## src/design/plic_pkg.sv

```systemverilog
`timescale 1ns / 1ps
// Shared types, constants and the length table for the packet length checker.
// No dependencies; the other design files but plic_checker refer to this package by scope.
package plic_pkg;

  localparam int MAX_BUFFER_BYTES_DEFAULT = 65536;

  localparam int DATA_W = 8;
  localparam int LEN_W  = 16;
  localparam int RES_W  = 32;

  // Packet identifiers with their own content checks.
  localparam logic [7:0] ID_LOGIN_PATTERN = 8'h00;
  localparam logic [7:0] ID_FF_PATTERN    = 8'h01;
  localparam logic [7:0] ID_TERMINATED    = 8'h03;
  localparam logic [7:0] ID_SUBTYPE_A     = 8'h04;
  localparam logic [7:0] ID_SUBTYPE_B     = 8'h11;
  localparam logic [7:0] ID_SUBTYPE_C     = 8'h12;

  localparam logic [7:0] PAT_ED = 8'hED;
  localparam logic [7:0] PAT_FF = 8'hFF;

  localparam logic [7:0] SUB_C_0 = 8'h24;
  localparam logic [7:0] SUB_C_1 = 8'h56;
  localparam logic [7:0] SUB_C_2 = 8'h58;
  localparam logic [7:0] SUB_C_3 = 8'hC7;

  localparam logic [7:0] SUB_B_0 = 8'h00;
  localparam logic [7:0] SUB_B_1 = 8'h01;
  localparam logic [7:0] SUB_B_2 = 8'h03;
  localparam logic [7:0] SUB_B_3 = 8'h04;

  // Minimum buffer sizes that the content checks reach into.
  localparam int NEED_LOGIN = 9;
  localparam int NEED_FF    = 5;
  localparam int NEED_SUB_A = 2;
  localparam int NEED_SUB_B = 43;
  localparam int NEED_SUB_C = 4;
  localparam int MIN_VAR    = 3;

  localparam int IDX_SUB_B = 42;
  localparam int IDX_SUB_C = 3;

  localparam logic [LEN_W-1:0] LEN_LIMIT = 16'h8000;

  localparam logic [LEN_W-1:0] LEN_TABLE [256] = '{
    16'h0068, 16'h0005, 16'h0007, 16'h8000, 16'h0002, 16'h0005, 16'h0005, 16'h0007,
    16'h000E, 16'h0005, 16'h000B, 16'h010A, 16'h8000, 16'h0003, 16'h8000, 16'h003D,
    16'h00D7, 16'h8000, 16'h8000, 16'h000A, 16'h0006, 16'h0009, 16'h0001, 16'h8000,
    16'h8000, 16'h8000, 16'h8000, 16'h0025, 16'h8000, 16'h0005, 16'h0004, 16'h0008,
    16'h0013, 16'h0008, 16'h0003, 16'h001A, 16'h0007, 16'h0014, 16'h0005, 16'h0002,
    16'h0005, 16'h0001, 16'h0005, 16'h0002, 16'h0002, 16'h0011, 16'h000F, 16'h000A,
    16'h0005, 16'h0001, 16'h0002, 16'h0002, 16'h000A, 16'h028D, 16'h8000, 16'h0008,
    16'h0007, 16'h0009, 16'h8000, 16'h8000, 16'h8000, 16'h0002, 16'h0025, 16'h8000,
    16'h00C9, 16'h8000, 16'h8000, 16'h0229, 16'h02C9, 16'h0005, 16'h8000, 16'h000B,
    16'h0049, 16'h005D, 16'h0005, 16'h0009, 16'h8000, 16'h8000, 16'h0006, 16'h0002,
    16'h8000, 16'h8000, 16'h8000, 16'h0002, 16'h000C, 16'h0001, 16'h000B, 16'h006E,
    16'h006A, 16'h8000, 16'h8000, 16'h0004, 16'h0002, 16'h0049, 16'h8000, 16'h0031,
    16'h0005, 16'h0009, 16'h000F, 16'h000D, 16'h0001, 16'h0004, 16'h8000, 16'h0015,
    16'h8000, 16'h8000, 16'h0003, 16'h0009, 16'h0013, 16'h0003, 16'h000E, 16'h8000,
    16'h001C, 16'h8000, 16'h0005, 16'h0002, 16'h8000, 16'h0023, 16'h0010, 16'h0011,
    16'h8000, 16'h0009, 16'h8000, 16'h0002, 16'h8000, 16'h000D, 16'h0002, 16'h8000,
    16'h003E, 16'h8000, 16'h0002, 16'h0027, 16'h0045, 16'h0002, 16'h8000, 16'h8000,
    16'h0042, 16'h8000, 16'h8000, 16'h8000, 16'h000B, 16'h8000, 16'h8000, 16'h8000,
    16'h0013, 16'h0041, 16'h8000, 16'h0063, 16'h8000, 16'h0009, 16'h8000, 16'h0002,
    16'h8000, 16'h001A, 16'h8000, 16'h0102, 16'h0135, 16'h0033, 16'h8000, 16'h8000,
    16'h0003, 16'h0009, 16'h0009, 16'h0009, 16'h0095, 16'h8000, 16'h8000, 16'h0004,
    16'h8000, 16'h8000, 16'h0005, 16'h8000, 16'h8000, 16'h8000, 16'h8000, 16'h000D,
    16'h8000, 16'h8000, 16'h8000, 16'h8000, 16'h8000, 16'h0040, 16'h0009, 16'h8000,
    16'h8000, 16'h0003, 16'h0006, 16'h0009, 16'h0003, 16'h8000, 16'h8000, 16'h8000,
    16'h0024, 16'h8000, 16'h8000, 16'h8000, 16'h0006, 16'h00CB, 16'h0001, 16'h0031,
    16'h0002, 16'h0006, 16'h0006, 16'h0007, 16'h8000, 16'h0001, 16'h8000, 16'h004E,
    16'h8000, 16'h0002, 16'h0019, 16'h8000, 16'h8000, 16'h8000, 16'h8000, 16'h8000,
    16'h8000, 16'h010C, 16'h8000, 16'h8000, 16'h0009, 16'h0000, 16'h0000, 16'h0000,
    16'h0000, 16'h0000, 16'h0000, 16'h0000, 16'h0000, 16'h0000, 16'h0000, 16'h0000,
    16'h0000, 16'h0000, 16'h0000, 16'h0000, 16'h0000, 16'h0000, 16'h0000, 16'h0000,
    16'h8000, 16'h0000, 16'h0000, 16'h0000, 16'h0000, 16'h0000, 16'h0000, 16'h0000,
    16'h0000, 16'h0000, 16'h0000, 16'h0000, 16'h0000, 16'h0000, 16'h0000, 16'h0004
  };

  // Per-buffer state after the current byte has been taken.
  typedef struct packed {
    logic [7:0]       current_id;
    logic [7:0]       length_high_byte;
    logic [LEN_W-1:0] header_length;
    logic             end_byte_zero;
    logic             malformed_seen;
    logic             interesting_seen;
  } track_t;

  typedef struct packed {
    logic [7:0]       packet_id;
    logic [LEN_W-1:0] packet_length;
    logic             too_small;
    logic             bad_size;
    logic             bad_length;
    logic             malformed;
    logic             interesting;
  } result_t;

endpackage

```

## src/design/plic_track.sv

```systemverilog
`timescale 1ns / 1ps
// Per-buffer state: byte count, header capture and running content checks.
// Depends on plic_pkg.
module plic_track #(
  parameter int MAX_BUFFER_BYTES = plic_pkg::MAX_BUFFER_BYTES_DEFAULT,
  parameter int CountW           = $clog2(MAX_BUFFER_BYTES + 1)
) (
  input  logic                        clk,
  input  logic                        rst,
  input  logic                        advance,
  input  logic [plic_pkg::DATA_W-1:0] data_byte,
  input  logic                        last_byte,
  output logic [CountW-1:0]           byte_count_next,
  output plic_pkg::track_t            track_next
);

  logic [CountW-1:0] byte_count;
  plic_pkg::track_t  track;
  logic              take;
  logic [CountW-1:0] idx;

  assign take = byte_count < CountW'(MAX_BUFFER_BYTES);
  assign idx  = byte_count;

  always_comb begin
    track_next      = track;
    byte_count_next = byte_count;
    if (take) begin
      byte_count_next = byte_count + CountW'(1);
      if (idx == CountW'(0)) begin
        track_next.current_id = data_byte;
      end else if (idx == CountW'(1)) begin
        track_next.length_high_byte = data_byte;
      end else if (idx == CountW'(2)) begin
        track_next.header_length = {track.length_high_byte, data_byte};
      end
      case (track_next.current_id)
        plic_pkg::ID_LOGIN_PATTERN: begin
          if (idx >= CountW'(1) && idx <= CountW'(4) && data_byte != plic_pkg::PAT_ED)
            track_next.malformed_seen = 1'b1;
          if (idx >= CountW'(5) && idx <= CountW'(8) && data_byte != plic_pkg::PAT_FF)
            track_next.malformed_seen = 1'b1;
        end
        plic_pkg::ID_FF_PATTERN: begin
          if (idx >= CountW'(1) && idx <= CountW'(4) && data_byte != plic_pkg::PAT_FF)
            track_next.malformed_seen = 1'b1;
        end
        plic_pkg::ID_TERMINATED: begin
          // Remember whether the last byte within the header's length is zero.
          if (idx >= CountW'(2) && 32'(track_next.header_length) == 32'(idx) + 32'd1)
            track_next.end_byte_zero = (data_byte == 8'h00);
        end
        plic_pkg::ID_SUBTYPE_A: begin
          if (idx == CountW'(1) && data_byte > 8'h01) begin
            track_next.malformed_seen   = 1'b1;
            track_next.interesting_seen = 1'b1;
          end
        end
        plic_pkg::ID_SUBTYPE_B: begin
          if (32'(idx) == 32'(plic_pkg::IDX_SUB_B) &&
              data_byte != plic_pkg::SUB_B_0 && data_byte != plic_pkg::SUB_B_1 &&
              data_byte != plic_pkg::SUB_B_2 && data_byte != plic_pkg::SUB_B_3) begin
            track_next.malformed_seen   = 1'b1;
            track_next.interesting_seen = 1'b1;
          end
        end
        plic_pkg::ID_SUBTYPE_C: begin
          if (32'(idx) == 32'(plic_pkg::IDX_SUB_C) &&
              data_byte != plic_pkg::SUB_C_0 && data_byte != plic_pkg::SUB_C_1 &&
              data_byte != plic_pkg::SUB_C_2 && data_byte != plic_pkg::SUB_C_3) begin
            track_next.malformed_seen   = 1'b1;
            track_next.interesting_seen = 1'b1;
          end
        end
        default: begin
        end
      endcase
    end
  end

  // The state clears after the final byte so the next buffer starts fresh.
  always_ff @(posedge clk) begin
    if (rst) begin
      byte_count <= '0;
      track      <= '0;
    end else if (advance) begin
      if (last_byte) begin
        byte_count <= '0;
        track      <= '0;
      end else begin
        byte_count <= byte_count_next;
        track      <= track_next;
      end
    end
  end

endmodule

```

## src/design/plic_verdict.sv

```systemverilog
`timescale 1ns / 1ps
// Final size, length and terminator checks that form the result of a buffer.
// Depends on plic_pkg.
module plic_verdict #(
  parameter int MAX_BUFFER_BYTES = plic_pkg::MAX_BUFFER_BYTES_DEFAULT,
  parameter int CountW           = $clog2(MAX_BUFFER_BYTES + 1)
) (
  input  logic [CountW-1:0]           size,
  input  plic_pkg::track_t            track,
  input  logic [plic_pkg::DATA_W-1:0] data_byte,
  output plic_pkg::result_t           result
);

  logic [plic_pkg::LEN_W-1:0] table_len;
  logic [plic_pkg::LEN_W-1:0] plen;
  logic [plic_pkg::LEN_W-1:0] clipped;
  logic                       variable_len;
  logic [31:0]                size_w;
  logic [31:0]                need;
  logic                       subtype;
  logic                       mal;
  logic                       intr;

  assign size_w       = 32'(size);
  assign table_len    = plic_pkg::LEN_TABLE[track.current_id];
  assign variable_len = table_len >= plic_pkg::LEN_LIMIT;
  assign plen         = variable_len ? track.header_length : table_len;
  // When the length exceeds the size, the size is below 2^16 and fits.
  assign clipped      = (32'(plen) > size_w) ? size_w[plic_pkg::LEN_W-1:0] : plen;

  always_comb begin
    need    = 32'd0;
    subtype = 1'b0;
    mal     = track.malformed_seen;
    intr    = track.interesting_seen;
    case (track.current_id)
      plic_pkg::ID_LOGIN_PATTERN: need = 32'(plic_pkg::NEED_LOGIN);
      plic_pkg::ID_FF_PATTERN:    need = 32'(plic_pkg::NEED_FF);
      plic_pkg::ID_SUBTYPE_A: begin
        need    = 32'(plic_pkg::NEED_SUB_A);
        subtype = 1'b1;
      end
      plic_pkg::ID_SUBTYPE_B: begin
        need    = 32'(plic_pkg::NEED_SUB_B);
        subtype = 1'b1;
      end
      plic_pkg::ID_SUBTYPE_C: begin
        need    = 32'(plic_pkg::NEED_SUB_C);
        subtype = 1'b1;
      end
      plic_pkg::ID_TERMINATED: begin
        // A terminator at or before the first byte can never be valid; a
        // length clipped by the buffer end checks the final byte instead.
        if (clipped <= 16'd1)
          mal = 1'b1;
        else if (clipped == 16'd2) begin
          if (track.length_high_byte != 8'h00) mal = 1'b1;
        end else if (clipped < plen) begin
          if (data_byte != 8'h00) mal = 1'b1;
        end else if (!track.end_byte_zero)
          mal = 1'b1;
      end
      default: begin
      end
    endcase
    if (size_w < need) begin
      mal = 1'b1;
      if (subtype) intr = 1'b1;
    end

    result           = '0;
    result.packet_id = track.current_id;
    if (variable_len && size_w < 32'(plic_pkg::MIN_VAR)) begin
      result.too_small = 1'b1;
    end else begin
      result.packet_length = plen;
      result.bad_size      = 32'(plen) != size_w;
      result.bad_length    = clipped >= plic_pkg::LEN_LIMIT;
      result.malformed     = mal;
      result.interesting   = intr;
    end
  end

endmodule

```

## src/design/packet_length_integrity_checker_unit.sv

```systemverilog
`timescale 1ns / 1ps
// Top level of the packet length and integrity checker.
// Depends on plic_pkg, plic_track and plic_verdict.
//
// The block takes one byte per cycle on the slave stream, s_tlast marking the
// final byte of a received buffer, and returns one result transaction per
// buffer on the master stream once that final byte has passed the input
// register and then the result register. A byte sits in the input register,
// then the byte tracker and the verdict logic work on it combinationally and
// fill the result register, so a new byte is taken every cycle; the only
// stall comes from a result that m_tready has not yet taken while another
// final byte waits behind it. Bytes beyond MAX_BUFFER_BYTES are counted as
// neither size nor content, though the final byte still closes the buffer.
module packet_length_integrity_checker_unit #(
  parameter int MAX_BUFFER_BYTES = plic_pkg::MAX_BUFFER_BYTES_DEFAULT
) (
  input  logic                        clk,
  input  logic                        rst,
  input  logic                        s_tvalid,
  output logic                        s_tready,
  input  logic [plic_pkg::DATA_W-1:0] s_tdata,   // [7:0] data_byte
  input  logic                        s_tlast,   // last_byte
  output logic                        m_tvalid,
  input  logic                        m_tready,
  // [7:0] packet_id, [23:8] packet_length, [24] too_small, [25] bad_size,
  // [26] bad_length, [27] malformed, [28] interesting, [31:29] zero
  output logic [plic_pkg::RES_W-1:0]  m_tdata
);

  localparam int CountW = $clog2(MAX_BUFFER_BYTES + 1);

  logic                        in_valid;
  logic [plic_pkg::DATA_W-1:0] in_data;
  logic                        in_last;
  logic                        advance;
  logic [CountW-1:0]           byte_count_next;
  plic_pkg::track_t            track_next;
  plic_pkg::result_t           result;

  assign advance  = in_valid && (!in_last || !m_tvalid || m_tready);
  assign s_tready = !in_valid || advance;

  always_ff @(posedge clk) begin
    if (rst) begin
      in_valid <= 1'b0;
    end else if (s_tready) begin
      in_valid <= s_tvalid;
    end
  end

  always_ff @(posedge clk) begin
    if (s_tready && s_tvalid) begin
      in_data <= s_tdata;
      in_last <= s_tlast;
    end
  end

  plic_track #(
    .MAX_BUFFER_BYTES(MAX_BUFFER_BYTES),
    .CountW          (CountW)
  ) u_track (
    .clk            (clk),
    .rst            (rst),
    .advance        (advance),
    .data_byte      (in_data),
    .last_byte      (in_last),
    .byte_count_next(byte_count_next),
    .track_next     (track_next)
  );

  plic_verdict #(
    .MAX_BUFFER_BYTES(MAX_BUFFER_BYTES),
    .CountW          (CountW)
  ) u_verdict (
    .size     (byte_count_next),
    .track    (track_next),
    .data_byte(in_data),
    .result   (result)
  );

  always_ff @(posedge clk) begin
    if (rst) begin
      m_tvalid <= 1'b0;
    end else if (advance && in_last) begin
      m_tvalid <= 1'b1;
    end else if (m_tready) begin
      m_tvalid <= 1'b0;
    end
  end

  always_ff @(posedge clk) begin
    if (advance && in_last) begin
      m_tdata <= {3'b000, result.interesting, result.malformed, result.bad_length,
                  result.bad_size, result.too_small, result.packet_length,
                  result.packet_id};
    end
  end

endmodule

```

## config.mk

```make
export PLATFORM = sky130hd
export DESIGN_NAME = packet_length_integrity_checker_unit
export DESIGN_NICKNAME = d
export VERILOG_FILES = /design/src/design/plic_pkg.sv /design/src/design/plic_track.sv /design/src/design/plic_verdict.sv /design/src/design/packet_length_integrity_checker_unit.sv
export SDC_FILE = /design/constraint.sdc
export NUM_CORES = 1
export LEC_CHECK = 0
export BUFFER_PORTS_ARGS = -buffer_cell sky130_fd_sc_hd__buf_2
export CORE_ASPECT_RATIO = 0.5
export CORE_MARGIN = 4
export CORE_UTILIZATION = 40
export CTS_BUF_LIST = sky130_fd_sc_hd__clkbuf_2
export CTS_CLUSTER_DIAMETER = 200
export DETAILED_ROUTE_END_ITERATION = 8
export PLACE_DENSITY_LB_ADDON = 0.25
export SYNTH_ARGS = -nofsm -noshare
export SYNTH_HDL_FRONTEND = slang
export SYNTH_HIERARCHICAL = 1
export SYNTH_SLANG_ARGS = --single-unit
```

## constraint.sdc

```tcl
create_clock -name clk -period 25.7 [get_ports clk]
set_input_delay 1.285 -clock clk [delete_from_list [all_inputs] [get_ports clk]]
set_output_delay 1.285 -clock clk [all_outputs]
set_load 0.05 [all_outputs]
```

==> impl_metrics.csv <==
group,metric,value,unit
synth,yosys.area_share.xor_xnor,0.0253,
critical_path,cp-end-kind,"register",
synth,synthSimpleGateAreaFrac,0.263,
floorplan,die_x,224,um
critical_path,crit_fanout,98,
worst_hold_path,min_to,"u_track/track[0]$_SDFFE_PP0P_",
layout,syn_to_final_growth,2.61,%
sta,min_period,10.09,ns
sta,fin_setup_tns,0,ns
layout,final_common_cell,"nor2_1",
placed_design,port_buffers,43,
synth,synth_top_family_by_area,"compound AO/OA/AOI/OAI gates",
placed_design,dp_hpwl,22.8,mm
critical_path,r2r_start,"u_track/byte_count[10]$_SDFFE_PP0P_",
synth,synth_compound_area_frac,0.270,
global_routing,grt_pass1_wl,50.2,mm
floorplan,fp.coreArea,22900,um^2
sta,timing.slew.headroom,0.180,
synth,synthAdderAreaFrac,0.0697,
power,irDropWorstVdd,0.0205,mV
sta,fin_skew,0.0301,ns
critical_path,rr_worst_depth,30,
route,drc,0,
job,cap_violations,0,
sta,maxSlewViolCount,0,
placed_design,routabilityCongestion,0.958,
sta,worst_slew_pin_slew,1.20,ns
route,first_pass_iters,5,
layout,mostFrequentLayoutCells,"135 x nor2_1, 89 x nand2_1, 69 x o21ai_0",
clocking,cts_sinks,92,
floorplan,die-area,26000,um^2
synth,async_reset_ff_frac,0,
clocking,hold_buffers,0,
clocking,cts_inserted_buffers,9,
clocking,clock_latency,0.65,ns
global_routing,antenna_found_initial,1,
sta,worst_slack,15.61,ns
global_routing,grt_use_met3,0.0349,
critical_path,cpPeakStageDelay,1.04,ns
power,power_density,42.1,nW/um^2
clocking,cts_setup_buffers,0,
synth,synth_area_leader_cell,"edfxtp_1",
global_routing,grt_busiest_layer,"met2",
global_routing,grt_max_degree,99,
floorplan,die_h,116,um
global_routing,grt_pass1_vias,8651,
global_routing,grt_overflow_total,0,
placed_design,place_ws,16.06,ns
sta,post-route-period-util,0.393,
layout,drive_gt1_frac,0.116,
synth,yosysSeqAreaShare,0.238,
clocking,clk_pin_slew,0.29,ns
route,drt_wl_total,32.0,mm
layout,finalNetCount,1237,
critical_path,start_kind,"register",
critical_path,crit_top_cell,"nand2_1",
sta,fmax,99.1,MHz
clocking,ctsResizeCount,0,
critical_path,reg2reg_slack,15.61,ns
power,p_total,403,uW
synth,yosysUniqueCellTypes,101,
route,drtIter0Drc,1354,
power,p_leak,3.72,nW
sta,rsz0062_at_grt,"false",
synth,synth_edf_count,38,
critical_path,worst_r2r_endpoint,"m_tdata[27]$_DFFE_PP_",
critical_path,slowest_stage,"a2111oi_0",
route,vias,9476,
floorplan,ios,47,
floorplan,std_cell_rows,39,
synth,synth_seq_cells,92,
worst_hold_path,hold_path_startpoint,"u_track/track[0]$_SDFFE_PP0P_",
critical_path,path_class,"register to register",
synth,muxShareOfSynthArea,0.0463,
status,status,"finished clean",
clocking,clock_path_buffers,2,
sta,setup_viol,0,
layout,postLayoutCoreUtil,0.418,
synth,synth-main-ff-cell,"dfxtp_1",
synth,syn_area_per_cell,7.67,um^2
global_routing,use_met2,0.373,
worst_hold_path,holdPathStages,1,
placed_design,placed_area,9470,um^2
route,wl_per_cell,21.6,um
layout,final_area,9570,um^2
synth,synth_top_area_frac,0.122,
critical_path,crit_buf_inv,1,
global_routing,grt_util_met1,0.353,
synth,synthCells,1217,
critical_path,arrival,10.61,ns
floorplan,start_util,0.408,
clocking,cts_tree,"yes",
critical_path,required,26.22,ns
sta,hold_viol,0,
synth,synthTopCellsByArea,"edfxtp_1 12%, dfxtp_1 12%, ha_1 7.0%",
critical_path,critPathTopFamily,"compound AO/OA/AOI/OAI gates",
synth,yosysWarningCount,6,
worst_hold_path,hold_class,"register to register",
clocking,h-tree-depth,3,
route,via_per_inst,6.38,
clocking,cts-root-buf,"clkbuf_2",
route,final_antenna_net_count,0,
synth,synth.cell_area,9330,um^2
global_routing,track_usage,0.242,
metal layers:
metal / vias to the layer above / part of all wire
met5: - / 0
met4: 0 / 0.027
met3: 76 / 0.087
met2: 506 / 0.43
met1: 4478 / 0.46
li1: 4416 / -
sequential cells by signal, summed over array words and instances, names as in the netlist:
register            count
m_tdata                29
u_track/byte_count     17
u_track/track          35
in_last                 1
in_valid                1
m_tvalid                1
in_data                 8
through the flow:
stage / std cells / hold slack, ns
after floorplan: 1219 / 0.432
after global placement: 1468 / 0.440
after CTS: 1484 / 0.511
final: 1485 / 0.512
after detailed placement: 1468 / 0.454
after global routing: 1485 / 0.538
area by class of cell:
class	instances	area (um^2)
Clock inverter	7	61.3
Multi-Input combinational cell	951	6310
Timing Repair Buffer	58	328
Fill cell	2417	13300
Clock buffer	9	45.0
Inverter	60	225
Sequential cell	92	2220
Antenna cell	1	2.50
Tap cell	307	384
worst max-delay path by stage:
stage	depth (start not counted)	end	startpoint
2_1_floorplan	40	m_tdata[27]$_DFFE_PP_	u_track/byte_count[11]$_SDFFE_PP0P_
3_3_place_gp	30	m_tdata[27]$_DFFE_PP_	u_track/byte_count[10]$_SDFFE_PP0P_
3_5_place_dp	32	m_tdata[27]$_DFFE_PP_	u_track/byte_count[10]$_SDFFE_PP0P_
4_1_cts	32	m_tdata[27]$_DFFE_PP_	u_track/byte_count[10]$_SDFFE_PP0P_
5_1_grt	32	m_tdata[27]$_DFFE_PP_	u_track/byte_count[10]$_SDFFE_PP0P_
6_report	30	m_tdata[27]$_DFFE_PP_	u_track/byte_count[10]$_SDFFE_PP0P_
synth_stat cells (all sizes together) (19+ instances only):
| cell type | number |
|---|---|
| mux2 | 25 |
| dfxtp | 54 |
| nor2b | 24 |
| clkbuf | 65 |
| nand2b | 22 |
| nor3 | 28 |
| nand3 | 35 |
| a31oi | 20 |
| and3 | 19 |
| o21ai | 77 |
| o211ai | 20 |
| ha | 52 |
| edfxtp | 38 |
| nand2 | 89 |
| buf | 51 |
| a22oi | 44 |
| inv | 59 |
| nand4 | 23 |
| nor2 | 138 |
| a21oi | 61 |
| nor4 | 26 |
report_power, final:
part | switching (mW) | leakage, nW | internal (mW) | total, mW
clock | 0.0598 | 0.0720 | 0.0157 | 0.0756
combinational | 0.111 | 2.86 | 0.0560 | 0.167
sequential | 0.00414 | 0.787 | 0.156 | 0.161
total | 0.175 | 3.72 | 0.228 | 0.403
cell families after synthesis:
| logic type | after synthesis |
|---|---|
| AOI/OAI and AO/OA | 359 |
| muxes | 38 |
| DFF | 92 |
| adders and majority gates | 52 |
| xor gates and xnor gates | 27 |
| buffers and inverters | 176 |
| and+or+nand+nor | 472 |
| other | 1 |
No activity file was read; power rests on OpenSTA's default activity.
